<file path="config.mk">
export PLATFORM = sky130hd
export DESIGN_NAME = implicit_grid_broad_phase
export DESIGN_NICKNAME = d
export VERILOG_FILES = /design/src/rtl/igbp_pkg.sv /design/src/rtl/igbp_ram.sv /design/src/rtl/igbp_axis.sv /design/src/rtl/implicit_grid_broad_phase.sv
export SDC_FILE = /design/constraint.sdc
export NUM_CORES = 2
export LEC_CHECK = 0
export BUFFER_PORTS_ARGS = -buffer_cell sky130_fd_sc_hd__clkbuf_2
export CAP_MARGIN = 25
export CORE_ASPECT_RATIO = 1.4
export CORE_MARGIN = 1.5
export CORE_UTILIZATION = 51
export DETAILED_ROUTE_END_ITERATION = 10
export GPL_TIMING_DRIVEN = 0
export PLACE_DENSITY = 0.66
export SYNTH_ARGS = -nofsm -noshare
export SYNTH_HDL_FRONTEND = slang
export SYNTH_SLANG_ARGS = --single-unit
</file>
<file path="constraint.sdc">
create_clock -name clk -period 4.8 [get_ports clk]
set_input_delay 0.96 -clock clk [delete_from_list [all_inputs] [get_ports clk]]
set_output_delay 0.96 -clock clk [all_outputs]
set_load 0.01 [all_outputs]
</file>
<file path="src/rtl/igbp_pkg.sv">
// Shared types and constants of the implicit-grid broad phase.
`default_nettype none

package igbp_pkg;

    // Fixed field widths of the request and result ports and the in-use registers.
    localparam int IDX_W   = 5;
    localparam int BOUND_W = 6;
    localparam int CFG_W   = 7;
    localparam int FUNC_W  = 2;
    // Width that holds an effective grid size of up to 256 entries.
    localparam int SZ_W    = 9;
    localparam int APB_AW  = 3;
    localparam int APB_DW  = 32;

    // Register select, taken from paddr[2].
    localparam logic REG_COLS_IN_USE = 1'b0;
    localparam logic REG_ROWS_IN_USE = 1'b1;

    typedef enum logic [FUNC_W-1:0] {
        FUNC_CLEAR    = 2'd0,
        FUNC_INSERT   = 2'd1,
        FUNC_QUERY    = 2'd2,
        FUNC_RESERVED = 2'd3
    } func_t;

    typedef enum logic [2:0] {
        ST_IDLE = 3'b001,
        ST_WALK = 3'b010,
        ST_EMIT = 3'b100
    } state_t;

    // Commands from the sequencer to one axis walker.
    typedef struct packed {
        logic start;
        logic insert;
        logic clear;
    } axis_ctl_t;

endpackage

`default_nettype wire

</file>
<file path="src/rtl/igbp_ram.sv">
// Generic single-write, single-read RAM with a registered read port.
`default_nettype none

module igbp_ram #(
    parameter int WIDTH = 32,
    parameter int DEPTH = 64
) (
    input  wire logic                             clk,
    input  wire logic                             we,
    input  wire logic [((DEPTH > 1) ? $clog2(DEPTH) : 1)-1:0] waddr,
    input  wire logic [WIDTH-1:0]                 wdata,
    input  wire logic                             re,
    input  wire logic [((DEPTH > 1) ? $clog2(DEPTH) : 1)-1:0] raddr,
    output logic      [WIDTH-1:0]                 rdata
);

    logic [WIDTH-1:0] mem [DEPTH];

    always_ff @(posedge clk)
    begin
        if (we)
        begin
            mem[waddr] <= wdata;
        end
        if (re)
        begin
            rdata <= mem[raddr];
        end
    end

endmodule

`default_nettype wire

</file>
<file path="src/rtl/igbp_axis.sv">
// One grid axis: mask memory, per-entry valid bits and the read-modify-write walker.
`default_nettype none

module igbp_axis #(
    parameter int DEPTH = 64,
    parameter int WIDTH = 32
) (
    input  wire logic                 clk,
    input  wire logic                 rst_n,
    input  wire igbp_pkg::axis_ctl_t  ctl,
    input  wire logic [((DEPTH > 1) ? $clog2(DEPTH) : 1)-1:0] first,
    input  wire logic [((DEPTH > 1) ? $clog2(DEPTH) : 1)-1:0] last,
    input  wire logic [WIDTH-1:0]     obj_bit,
    output logic      [WIDTH-1:0]     acc,
    output logic                      busy
);

    localparam int AW = (DEPTH > 1) ? $clog2(DEPTH) : 1;

    logic [DEPTH-1:0] vld_reg;
    logic             pend_reg;
    logic             rd_pend_reg;
    logic [AW-1:0]    ptr_reg;
    logic [AW-1:0]    end_reg;
    logic [AW-1:0]    rd_addr_reg;
    logic             rd_ev_reg;
    logic             ins_reg;
    logic [WIDTH-1:0] bit_reg;
    logic [WIDTH-1:0] acc_reg;
    logic [WIDTH-1:0] rdata;
    logic [WIDTH-1:0] old_mask;
    logic             wr_en;

    // An entry never written since the last clear reads as zero.
    assign old_mask = rd_ev_reg ? rdata : '0;
    assign wr_en    = rd_pend_reg & ins_reg;
    assign acc      = acc_reg;
    assign busy     = pend_reg | rd_pend_reg;

    igbp_ram #(
        .WIDTH (WIDTH),
        .DEPTH (DEPTH)
    ) u_ram (
        .clk   (clk),
        .we    (wr_en),
        .waddr (rd_addr_reg),
        .wdata (old_mask | bit_reg),
        .re    (pend_reg),
        .raddr (ptr_reg),
        .rdata (rdata)
    );

    always_ff @(posedge clk or negedge rst_n)
    begin
        if (!rst_n)
        begin
            vld_reg     <= '0;
            pend_reg    <= 1'b0;
            rd_pend_reg <= 1'b0;
        end
        else
        begin
            if (ctl.clear)
            begin
                vld_reg <= '0;
            end
            else if (wr_en)
            begin
                vld_reg[rd_addr_reg] <= 1'b1;
            end

            if (ctl.start)
            begin
                pend_reg    <= (first <= last);
                rd_pend_reg <= 1'b0;
            end
            else
            begin
                rd_pend_reg <= pend_reg;
                if (pend_reg && (ptr_reg == end_reg))
                begin
                    pend_reg <= 1'b0;
                end
            end
        end
    end

    always_ff @(posedge clk)
    begin
        if (ctl.start)
        begin
            ptr_reg <= first;
            end_reg <= last;
            ins_reg <= ctl.insert;
            bit_reg <= obj_bit;
            acc_reg <= '0;
        end
        else
        begin
            if (pend_reg)
            begin
                rd_addr_reg <= ptr_reg;
                rd_ev_reg   <= vld_reg[ptr_reg];
                if (ptr_reg != end_reg)
                begin
                    ptr_reg <= ptr_reg + AW'(1);
                end
            end
            if (rd_pend_reg && !ins_reg)
            begin
                acc_reg <= acc_reg | old_mask;
            end
        end
    end

endmodule

`default_nettype wire

</file>
<file path="src/rtl/implicit_grid_broad_phase.sv">
// Top level of the implicit-grid broad phase: request port, sequencer and result port.
`default_nettype none

// The block keeps one object mask per grid row and one per grid column, each in
// its own RAM, and answers region queries by ORing masks over a row range and a
// column range and ANDing the two, less the requester's own slot under skip_self.
// Requests: a request is taken at a rising edge where start is high and busy is
// low. A clear, and an insert of a slot beyond the object count, take effect at
// that edge and leave busy low. An insert or a query walks its row and column
// ranges at the same time, one entry of each per cycle, through a read-modify-write
// pipe on each RAM.
// Results: a query result is on hit_index, hit_valid and last for one cycle under
// strobe, lowest slot first, one per cycle, and busy drops as the final one is
// registered. An empty query gives a single result with hit_valid low and last
// high. The receiver cannot stall.
// Configuration: cols_in_use at byte address 0 and rows_in_use at byte address 4
// of the APB port, to be written only while the block is idle; the block does not enforce this.
// Reset: both in-use registers return to 64 and every grid entry reads as empty;
// a clear empties the grid by dropping the valid bit of every RAM entry.
module implicit_grid_broad_phase #(
    parameter int GRID_COLS   = 64,
    parameter int GRID_ROWS   = 64,
    parameter int NUM_OBJECTS = 32
) (
    input  wire logic                              clk,
    input  wire logic                              rst_n,
    // Request port.
    input  wire logic                              start,
    output logic                                   busy,
    input  wire logic [igbp_pkg::FUNC_W-1:0]       func,
    input  wire logic [igbp_pkg::IDX_W-1:0]        object_index,
    input  wire logic [igbp_pkg::BOUND_W-1:0]      col_first,
    input  wire logic [igbp_pkg::BOUND_W-1:0]      col_last,
    input  wire logic [igbp_pkg::BOUND_W-1:0]      row_first,
    input  wire logic [igbp_pkg::BOUND_W-1:0]      row_last,
    input  wire logic                              skip_self,
    // Result port.
    output logic                                   strobe,
    output logic      [igbp_pkg::IDX_W-1:0]        hit_index,
    output logic                                   hit_valid,
    output logic                                   last,
    // Configuration port.
    input  wire logic                              psel,
    input  wire logic                              penable,
    input  wire logic                              pwrite,
    input  wire logic [igbp_pkg::APB_AW-1:0]       paddr,
    input  wire logic [igbp_pkg::APB_DW-1:0]       pwdata,
    output logic      [igbp_pkg::APB_DW-1:0]       prdata,
    output logic                                   pready
);

    // Object masks only hold the slots that exist, at most 32.
    localparam int MASK_W = (NUM_OBJECTS >= 32) ? 32 : NUM_OBJECTS;
    localparam int CAW    = (GRID_COLS > 1) ? $clog2(GRID_COLS) : 1;
    localparam int RAW    = (GRID_ROWS > 1) ? $clog2(GRID_ROWS) : 1;
    localparam logic [igbp_pkg::SZ_W-1:0] COLS_SZ = igbp_pkg::SZ_W'(GRID_COLS);
    localparam logic [igbp_pkg::SZ_W-1:0] ROWS_SZ = igbp_pkg::SZ_W'(GRID_ROWS);

    // ------------------------------------------------------------------
    // Configuration registers.
    // ------------------------------------------------------------------
    logic [igbp_pkg::CFG_W-1:0] cols_in_use_reg;
    logic [igbp_pkg::CFG_W-1:0] rows_in_use_reg;
    logic                       cfg_wr;

    assign pready = 1'b1;
    assign cfg_wr = psel & penable & pwrite & pready;

    always_ff @(posedge clk or negedge rst_n)
    begin
        if (!rst_n)
        begin
            cols_in_use_reg <= igbp_pkg::CFG_W'(64);
            rows_in_use_reg <= igbp_pkg::CFG_W'(64);
        end
        else if (cfg_wr)
        begin
            if (paddr[2] == igbp_pkg::REG_ROWS_IN_USE)
            begin
                rows_in_use_reg <= pwdata[igbp_pkg::CFG_W-1:0];
            end
            else
            begin
                cols_in_use_reg <= pwdata[igbp_pkg::CFG_W-1:0];
            end
        end
    end

    always_comb
    begin
        if (paddr[2] == igbp_pkg::REG_COLS_IN_USE)
        begin
            prdata = igbp_pkg::APB_DW'(cols_in_use_reg);
        end
        else
        begin
            prdata = igbp_pkg::APB_DW'(rows_in_use_reg);
        end
    end

    // ------------------------------------------------------------------
    // Bound clamping. A zero in-use count acts as one, and a count above the
    // grid acts as the grid size. Each bound is then limited to the last
    // row or column in use.
    // ------------------------------------------------------------------
    logic [igbp_pkg::SZ_W-1:0] cols_eff;
    logic [igbp_pkg::SZ_W-1:0] rows_eff;
    logic [igbp_pkg::SZ_W-1:0] col_lim;
    logic [igbp_pkg::SZ_W-1:0] row_lim;
    logic [igbp_pkg::SZ_W-1:0] c0_full;
    logic [igbp_pkg::SZ_W-1:0] c1_full;
    logic [igbp_pkg::SZ_W-1:0] r0_full;
    logic [igbp_pkg::SZ_W-1:0] r1_full;

    always_comb
    begin
        if (cols_in_use_reg == '0)
        begin
            cols_eff = igbp_pkg::SZ_W'(1);
        end
        else if (igbp_pkg::SZ_W'(cols_in_use_reg) > COLS_SZ)
        begin
            cols_eff = COLS_SZ;
        end
        else
        begin
            cols_eff = igbp_pkg::SZ_W'(cols_in_use_reg);
        end

        if (rows_in_use_reg == '0)
        begin
            rows_eff = igbp_pkg::SZ_W'(1);
        end
        else if (igbp_pkg::SZ_W'(rows_in_use_reg) > ROWS_SZ)
        begin
            rows_eff = ROWS_SZ;
        end
        else
        begin
            rows_eff = igbp_pkg::SZ_W'(rows_in_use_reg);
        end

        col_lim = cols_eff - igbp_pkg::SZ_W'(1);
        row_lim = rows_eff - igbp_pkg::SZ_W'(1);

        c0_full = (igbp_pkg::SZ_W'(col_first) > col_lim) ? col_lim : igbp_pkg::SZ_W'(col_first);
        c1_full = (igbp_pkg::SZ_W'(col_last)  > col_lim) ? col_lim : igbp_pkg::SZ_W'(col_last);
        r0_full = (igbp_pkg::SZ_W'(row_first) > row_lim) ? row_lim : igbp_pkg::SZ_W'(row_first);
        r1_full = (igbp_pkg::SZ_W'(row_last)  > row_lim) ? row_lim : igbp_pkg::SZ_W'(row_last);
    end

    // ------------------------------------------------------------------
    // Sequencer.
    // ------------------------------------------------------------------
    igbp_pkg::state_t    state_reg;
    igbp_pkg::state_t    state_next;
    igbp_pkg::axis_ctl_t axis_ctl;

    logic              accept;
    logic              start_walk;
    logic [MASK_W-1:0] obj_bit;
    logic [MASK_W-1:0] row_acc;
    logic [MASK_W-1:0] col_acc;
    logic              row_busy;
    logic              col_busy;

    logic              is_query_reg;
    logic              skip_reg;
    logic [MASK_W-1:0] self_bit_reg;
    logic [MASK_W-1:0] hits_reg;
    logic [MASK_W-1:0] hits_next;
    logic [MASK_W-1:0] hits_now;
    logic [MASK_W-1:0] low_bit;
    logic [MASK_W-1:0] remain;
    logic [igbp_pkg::IDX_W-1:0] low_idx;

    logic                       strobe_reg;
    logic                       strobe_next;
    logic [igbp_pkg::IDX_W-1:0] hit_index_reg;
    logic [igbp_pkg::IDX_W-1:0] hit_index_next;
    logic                       hit_valid_reg;
    logic                       hit_valid_next;
    logic                       last_reg;
    logic                       last_next;

    assign busy   = (state_reg != igbp_pkg::ST_IDLE);
    assign accept = start & ~busy;

    // A slot beyond the object count shifts out and leaves an empty bit.
    assign obj_bit = MASK_W'(1) << object_index;

    always_comb
    begin
        start_walk = 1'b0;
        axis_ctl   = '0;
        if (accept)
        begin
            case (igbp_pkg::func_t'(func))
                igbp_pkg::FUNC_CLEAR:
                begin
                    axis_ctl.clear = 1'b1;
                end
                igbp_pkg::FUNC_INSERT:
                begin
                    start_walk      = (obj_bit != '0);
                    axis_ctl.insert = 1'b1;
                end
                igbp_pkg::FUNC_QUERY:
                begin
                    start_walk = 1'b1;
                end
                default:
                begin
                    start_walk = 1'b0;
                end
            endcase
        end
        axis_ctl.start = start_walk;
    end

    igbp_axis #(
        .DEPTH (GRID_ROWS),
        .WIDTH (MASK_W)
    ) u_rows (
        .clk     (clk),
        .rst_n   (rst_n),
        .ctl     (axis_ctl),
        .first   (RAW'(r0_full)),
        .last    (RAW'(r1_full)),
        .obj_bit (obj_bit),
        .acc     (row_acc),
        .busy    (row_busy)
    );

    igbp_axis #(
        .DEPTH (GRID_COLS),
        .WIDTH (MASK_W)
    ) u_cols (
        .clk     (clk),
        .rst_n   (rst_n),
        .ctl     (axis_ctl),
        .first   (CAW'(c0_full)),
        .last    (CAW'(c1_full)),
        .obj_bit (obj_bit),
        .acc     (col_acc),
        .busy    (col_busy)
    );

    // Candidate set once both walks have finished.
    assign hits_now = row_acc & col_acc & ~(skip_reg ? self_bit_reg : '0);

    // Lowest set bit of the pending hits and its slot number.
    assign low_bit = hits_reg & (~hits_reg + MASK_W'(1));
    assign remain  = hits_reg & ~low_bit;

    always_comb
    begin
        low_idx = '0;
        for (int i = 0; i < MASK_W; i++)
        begin
            if (low_bit[i])
            begin
                low_idx = low_idx | igbp_pkg::IDX_W'(i);
            end
        end
    end

    always_comb
    begin
        state_next     = state_reg;
        hits_next      = hits_reg;
        strobe_next    = 1'b0;
        hit_index_next = hit_index_reg;
        hit_valid_next = hit_valid_reg;
        last_next      = last_reg;
        case (state_reg)
            igbp_pkg::ST_IDLE:
            begin
                if (start_walk)
                begin
                    state_next = igbp_pkg::ST_WALK;
                end
            end
            igbp_pkg::ST_WALK:
            begin
                if (!row_busy && !col_busy)
                begin
                    if (!is_query_reg)
                    begin
                        state_next = igbp_pkg::ST_IDLE;
                    end
                    else if (hits_now == '0)
                    begin
                        // Empty query: a single result that names nothing.
                        state_next     = igbp_pkg::ST_IDLE;
                        strobe_next    = 1'b1;
                        hit_index_next = '0;
                        hit_valid_next = 1'b0;
                        last_next      = 1'b1;
                    end
                    else
                    begin
                        state_next = igbp_pkg::ST_EMIT;
                        hits_next  = hits_now;
                    end
                end
            end
            igbp_pkg::ST_EMIT:
            begin
                strobe_next    = 1'b1;
                hit_index_next = low_idx;
                hit_valid_next = 1'b1;
                last_next      = (remain == '0);
                hits_next      = remain;
                if (remain == '0)
                begin
                    state_next = igbp_pkg::ST_IDLE;
                end
            end
            default:
            begin
                state_next = igbp_pkg::ST_IDLE;
            end
        endcase
    end

    always_ff @(posedge clk or negedge rst_n)
    begin
        if (!rst_n)
        begin
            state_reg  <= igbp_pkg::ST_IDLE;
            strobe_reg <= 1'b0;
        end
        else
        begin
            state_reg  <= state_next;
            strobe_reg <= strobe_next;
        end
    end

    always_ff @(posedge clk)
    begin
        if (accept)
        begin
            is_query_reg <= (func == igbp_pkg::FUNC_QUERY);
            skip_reg     <= skip_self;
            self_bit_reg <= obj_bit;
        end
        hits_reg      <= hits_next;
        hit_index_reg <= hit_index_next;
        hit_valid_reg <= hit_valid_next;
        last_reg      <= last_next;
    end

    assign strobe    = strobe_reg;
    assign hit_index = hit_index_reg;
    assign hit_valid = hit_valid_reg;
    assign last      = last_reg;

    // ------------------------------------------------------------------
    // Assertions.
    // ------------------------------------------------------------------

    // The final result of a query is never followed at once by another one.
    a_last_ends_burst: assert property (@(posedge clk) disable iff (!rst_n)
        strobe && last |=> !strobe)
        else $error("result followed the final result of a query");

    // A result that names no object only closes an empty query.
    a_empty_is_last: assert property (@(posedge clk) disable iff (!rst_n)
        strobe && !hit_valid |-> last)
        else $error("empty-query result not marked last");

    // Results only come out of a request still being worked on.
    a_idle_no_result: assert property (@(posedge clk) disable iff (!rst_n)
        !busy |=> !strobe)
        else $error("result produced while idle");

    // Every emit cycle delivers a found object.
    a_emit_gives_hit: assert property (@(posedge clk) disable iff (!rst_n)
        state_reg == igbp_pkg::ST_EMIT |=> strobe && hit_valid)
        else $error("emit cycle gave no hit");

endmodule

`default_nettype wire
</file>
# Word-level counts from Yosys, hierarchy flattened
# Memories as Yosys holds them, arrays and structs flattened. A register that Yosys moved wholly into a read port is not among the register bits.
# Cells that the tools add are included.
# W data, S select, Z words.
# totals
reg_bits,358
ramBits,4096
input_bits,73
out_inout_bits,42
wordCells,298
mem_count,2
# op_classes
add_sub_neg,5
n_lt_le_gt_ge,14
n_eq_ne,18
n_shift,1
mux,171
bitwise_logic,22
n_reduce_logical,36
# memory_table
name,depth,width,rd,rd_clocked_by_memory_dff,wr,line,rtl
u_cols.u_ram.mem,64,32,1,1,1,igbp_ram.sv:17,logic [WIDTH-1:0] mem [DEPTH];
u_rows.u_ram.mem,64,32,1,1,1,igbp_ram.sv:17,
# ops
op,count
$mux W32,16
$mux W64,6
$and A32 B32 Y32,4
$or A32 B32 Y32,4
$or A64 B64 Y64,2
$mux W5,25
$mux W6,20
$not A32 Y32,3
$logic_not A32 Y1,2
$pmux W32 S2,1
$mux W1,55
$mux W3,17
$mux W7,7
$gt A6 B9 Y1,4
$mux W9,4
$add A32 B1 Y32 const B,1
$mux W4,8
$reduce_bool A32 Y1,1
$shl A1 B5 Y32 const A,1
$lt A6 B7 Y1 const B,4
$reduce_bool A2 Y1,11
$sub A9 B1 Y9 const B,2
$ne A2 B2 Y1 const B,8
$gt A7 B7 Y1 const B,2
other kinds (27),59

# Longest topological paths before layout
# depth
ltp_word,35
depth_mapped,21
mapped_depth_nobuf,21

# By module
# From an unflattened synthesis, not the netlist that was laid out.
# hier_totals
cells_unflattened,8391
hier_area_um2,176486.8
# by_module_without_submodules
module,instances,cells_per_inst,area_each_um2,seq_area_each_um2
igbp_ram,2,3324,78835.6,62459.9
implicit_grid_broad_phase,1,663,6341.1,2646.3
igbp_axis (u_cols),1,544,6244.7,3853.7
igbp_axis (u_rows),1,536,6229.7,3853.7

# Least setup slack after synthesis
# Ideal clock, no wire load.
# synth_path
path_type,flip-flop to flip-flop
startpoint,register rows_in_use_reg[2] (netlist bit)
endpoint,register u_rows.pend_reg
setup_time_ps,65
arrival_time_ps,4311
required_ps,4735
setup_slack_ps,424
path_stages_with_launch,22
n_path_buf,0
synth_period_minus_slack_ps,4376
cell_sequence,dfrtp_1 > or4_1 > nor2_1 > o21ai_0 > ha_1 > xnor2_1 > inv_1 > ha_1 > o21a_1 > o21a_1 > o21a_1 > o221ai_1 > a31oi_2 > mux2i_1 > ha_1 > nor2b_1 > o21a_1 > o21a_1 > o21ai_0 > nand2b_1 > a21oi_1 > o21a_1
# synth_via
elab_chain_cells,9
elab_cells_between_ends,12
cone_classes,add/sub: 1; order compare: 4; mux: 6; reduce/logical: 1
# synth_lines
item,line,rtl
"start, declared",implicit_grid_broad_phase.sv:63,logic [igbp_pkg::CFG_W-1:0] rows_in_use_reg;
"start signal, assigned",implicit_grid_broad_phase.sv:74,rows_in_use_reg <= igbp_pkg::CFG_W'(64);
"start signal, assigned",implicit_grid_broad_phase.sv:80,rows_in_use_reg <= pwdata[igbp_pkg::CFG_W-1:0];
$gt A7 B7 Y1,implicit_grid_broad_phase.sv:134,else if (igbp_pkg::SZ_W'(rows_in_use_reg) > ROWS_SZ)
$mux W7,implicit_grid_broad_phase.sv:134,
$mux W9,implicit_grid_broad_phase.sv:130,if (rows_in_use_reg == '0)
$mux W9 (*),implicit_grid_broad_phase.sv:130,
$sub A9 B1 Y9 (*),implicit_grid_broad_phase.sv:144,row_lim = rows_eff - igbp_pkg::SZ_W'(1);
"$gt A6 B9 Y1, on equally long branches","implicit_grid_broad_phase.sv:148, implicit_grid_broad_phase.sv:149",
"$mux W6, on equally long branches","implicit_grid_broad_phase.sv:148, implicit_grid_broad_phase.sv:149",
$le A6 B6 Y1 (*),igbp_axis.sv:74,pend_reg <= (first <= last);
$mux W1 (*),igbp_axis.sv:72,if (ctl.start)
"end signal, assigned",igbp_axis.sv:74,
"end, declared",igbp_axis.sv:21,logic pend_reg;
# Every way passes the cells marked *; elsewhere a longest branch is shown, timed or not. The select of a mux whose other input is x is not followed.
# A chain may end at the register's enable or synchronous reset.

==> impl_metrics.py <==
metrics = {
    "clock_tree": {
        "numCtsBuffers": 414,
        "insertion_delay_ps": 950,
        "cts_tree": "yes",
        "cts_max_path_buffers": 4,
        "clkTransAtPathRegs_ps": 70,
        "cts_sinks": 4518,
        "cts_root_buf": "clkbuf_16",
        "htreeDepth": 5,
    },
    "floorplan": {
        "dieArea_sq_um": 345000,
        "start_util": 0.513,
        "core_sq_um": 340000,
        "fp.dieH_um": 695,
        "ios": 115,
        "row_count": 253,
        "die_x_um": 497,
    },
    "route": {
        "drt_iter0_markers": 10300,
        "post-route-drc-count": 0,
        "vias": 83200,
        "wl_per_cell_um": 36.5,
        "drt-vias-per-instance": 6.36,
        "dr.pass1.iters": 6,
        "ant_nets": 0,
        "drt-total-wl_um": 478000,
    },
    "critical_path": {
        "r2r_setup_slack_ps": 40,
        "rr_worst_depth": 6,
        "crit_type": "reg2reg",
        "end_kind": "flip-flop",
        "r2r-end": "u_rows.u_ram.rdata[6]",
        "cp_max_fo": 10,
        "rr_startpoint": "u_rows.ptr_reg[1]",
        "required_ps": 5460,
        "critPathLaunchType": "flip-flop",
        "worstPathArrival_ps": 5420,
    },
    "sta": {
        "fin_crit_sh": 0.991,
        "setup_viol": 0,
        "fin_ws_ps": 42.1,
        "fin_crit_ps": 4760,
        "slew_headroom": 0.228,
        "holdWs_ps": 282,
        "fin_worst_skew_ps": 39.5,
        "tns_ps": 0,
        "max_freq_ghz": 0.210,
        "worst_pin_slew_ps": 1160,
        "maxSlewViolCount": 0,
        "final-hold-violation-count": 0,
    },
    "place": {
        "hpwlAfterDp_um": 339000,
        "dp_slack_ps": -612,
        "placed_area_sq_um": 186000,
        "port_buffers": 60,
        "place.gp.congestion": 0.913,
    },
    "logic_synthesis": {
        "synth_area_leaders": "edfxtp_1, mux4_2, dfrtp_1",
        "synth-seq-cells": 4518,
        "synth_edf_count": 4304,
        "async_reset_ff_frac": 0.0332,
        "synthesis.area_sq_um": 174000,
        "synth_area_per_cell_sq_um": 23.3,
        "synth_area_leader_cell": "edfxtp_1",
        "netlist_instances": 7465,
        "synth.distinct_cells": 86,
        "yosysSeqAreaShare": 0.770,
        "ys_warn_count": 0,
        "synth_ff_type": "edfxtp_1",
        "yosysTopAreaCellShare": 0.742,
    },
    "finish": {
        "fin_util": 0.590,
        "top_regs": "u_cols.u_ram.mem x2048, u_rows.u_ram.mem x2048",
        "layout.area.seq_sq_um": 134000,
        "stdcell_area_sq_um": 200000,
        "multi_input_area_sq_um": 39300,
        "nFillCells": 23700,
        "finalNetCount": 8320,
        "layout-drive-gt1-share": 0.316,
        "synthToLayoutAreaGrowth_pct": 14.9,
    },
    "pwr": {
        "power_density_nw_per_um2": 609,
        "leakagePower_nw": 63.0,
        "ir_drop_mv": 0.362,
    },
    "global_routing": {
        "groute.usage.overall": 0.278,
        "grt_pass1_vias": 86400,
        "grt_first_pass_wirelength_um": 663000,
        "antenna_found_initial": 68,
        "grt_overflow": 0,
        "grt_max_degree": 103,
    },
    "flow_run": {
        "drv_cap": 0,
    },
    "worst_hold_path": {
        "min_path_cells": 2,
        "hp-start": "pwdata[0]",
        "holdCritPathClass": "in2reg",
        "min_to": "cols_in_use_reg[0]",
    },
    "outcome": {
        "outcome": "complete, no violations",
    },
}
[what timing repair did]
item                                    CTS  global route
pin swaps                                 2             5
gates resized for setup                  11            16
hold endpoints to repair                 46             0
hold buffers                              1             0
setup buffers                             4             4
endpoints found under the setup margin    2             3
[metal layers]
| layer | vias up | track usage | part of all wire | wire length (um) |
|---|---|---|---|---|
| met2 | 4093 | 0.486 | 0.52 | 249000 |
| met3 | 983 | 0.0512 | 0.078 | 37300 |
| met5 | - | 0 | 0.00032 | 153 |
| met4 | 24 | 0.187 | 0.079 | 37700 |
| li1 | 33500 | - | - | - |
| met1 | 44700 | 0.310 | 0.32 | 154000 |
[worst max-delay path: stages (launching register included)]
cell and delay (ps):
edfxtp_1 560, clkbuf_1 660, clkbuf_2 690, clkbuf_1 830, mux4_2 420, mux4_2 660, mux4_2 600
[worst max path at each step]
| stage | start | endpoint | slack [ps] | cells after the start |
|---|---|---|---|---|
| after floorplan | rows_in_use_reg[2] | u_rows.pend_reg | 420 | 21 |
| after global placement | state_reg[0] | u_cols.vld_reg[2] | -1090 | 6 |
| after detailed placement | rows_in_use_reg[2] | u_rows.pend_reg | -610 | 21 |
| after CTS | rows_in_use_reg[2] | u_rows.pend_reg | 30 | 21 |
| after global routing | rows_in_use_reg[2] | u_rows.pend_reg | -20 | 21 |
| final | u_rows.ptr_reg[1] | u_rows.u_ram.rdata[6] | 40 | 6 |
[report_power, final]
group / switching [mW] / leakage (nW) / internal (mW)
logic: 24.3 / 15.1 / 15.7
registers: 1.14 / 41.4 / 47.6
clock network: 14.3 / 6.59 / 19.0
[logic make-up (layout without fill, tap and decap cells)]
| group | after synthesis | in the layout | synth area share |
|---|---|---|---|
| xor+xnor | 22 | 22 | 0.00111 |
| compound gates | 430 | 430 | 0.0174 |
| simple gates | 574 | 574 | 0.0152 |
| mux | 1431 | 1431 | 0.182 |
| other cells | 2 | 104 | 0.0000431 |
| buf+inv | 450 | 1509 | 0.0111 |
| fa+ha+maj | 38 | 38 | 0.00269 |
| flops | 4518 | 4518 | 0.770 |
[area by class of cell]
class / instances / area share
sequential: 4518 / 0.670
timing repair buffer: 308 / 0.0268
buffer: 419 / 0.00919
clock buffer: 532 / 0.0556
antenna: 78 / 0.000975
multi-input combinational: 2521 / 0.196
tap: 4462 / 0.0279
clock inverter: 220 / 0.0120
inverter: 30 / 0.000562
[placed cells by master (no fill, tap or decap), types with 49 or more instances in the layout]
cell type,Yosys,final
clkbuf_1,244,326
buf_16,0,59
buf_2,101,102
mux4_2,1386,1386
buf_12,0,135
o21a_1,146,146
nor2_1,275,145
a21o_2,0,58
a31oi_1,77,77
dfxtp_1,64,64
clkbuf_16,0,422
nand3_1,68,68
bufinv_16,0,49
clkinv_1,2,77
clkinv_2,0,62
clkbuf_2,2,70
nand2_1,103,103
edfxtp_1,4304,4304
dfrtp_1,147,142
nor2_4,0,129
diode_2,0,78
[cells in the mapped netlist (10+ instances only)]
library cell	n
nand2_1	103
xnor2_1	15
and2_1	10
inv_1	28
clkbuf_1	244
dfxtp_1	64
edfxtp_1	4304
buf_2	101
mux4_2	1386
nor2_1	275
dfrtp_1	147
nor2b_1	18
nand3_1	68
ha_1	35
a21o_1	64
nand2b_1	10
o21ai_0	44
nand3b_1	10
a21oi_1	22
o21a_1	146
buf_4	26
mux2_2	33
nand4_1	19
a31oi_1	77
buf_1	44
mux2i_1	12
[metrics by stage]
| stage | total power [mW] | std cells |
|---|---|---|
| 3_3_place_gp | 86.9 | 12000 |
| 2_1_floorplan | 71.0 | 7489 |
| 3_5_place_dp | 88.9 | 12200 |
| 4_1_cts | 122 | 13000 |
| 6_report | 122 | 13100 |
| 5_1_grt | 125 | 13100 |
Power figures use the tool's default switching activity.
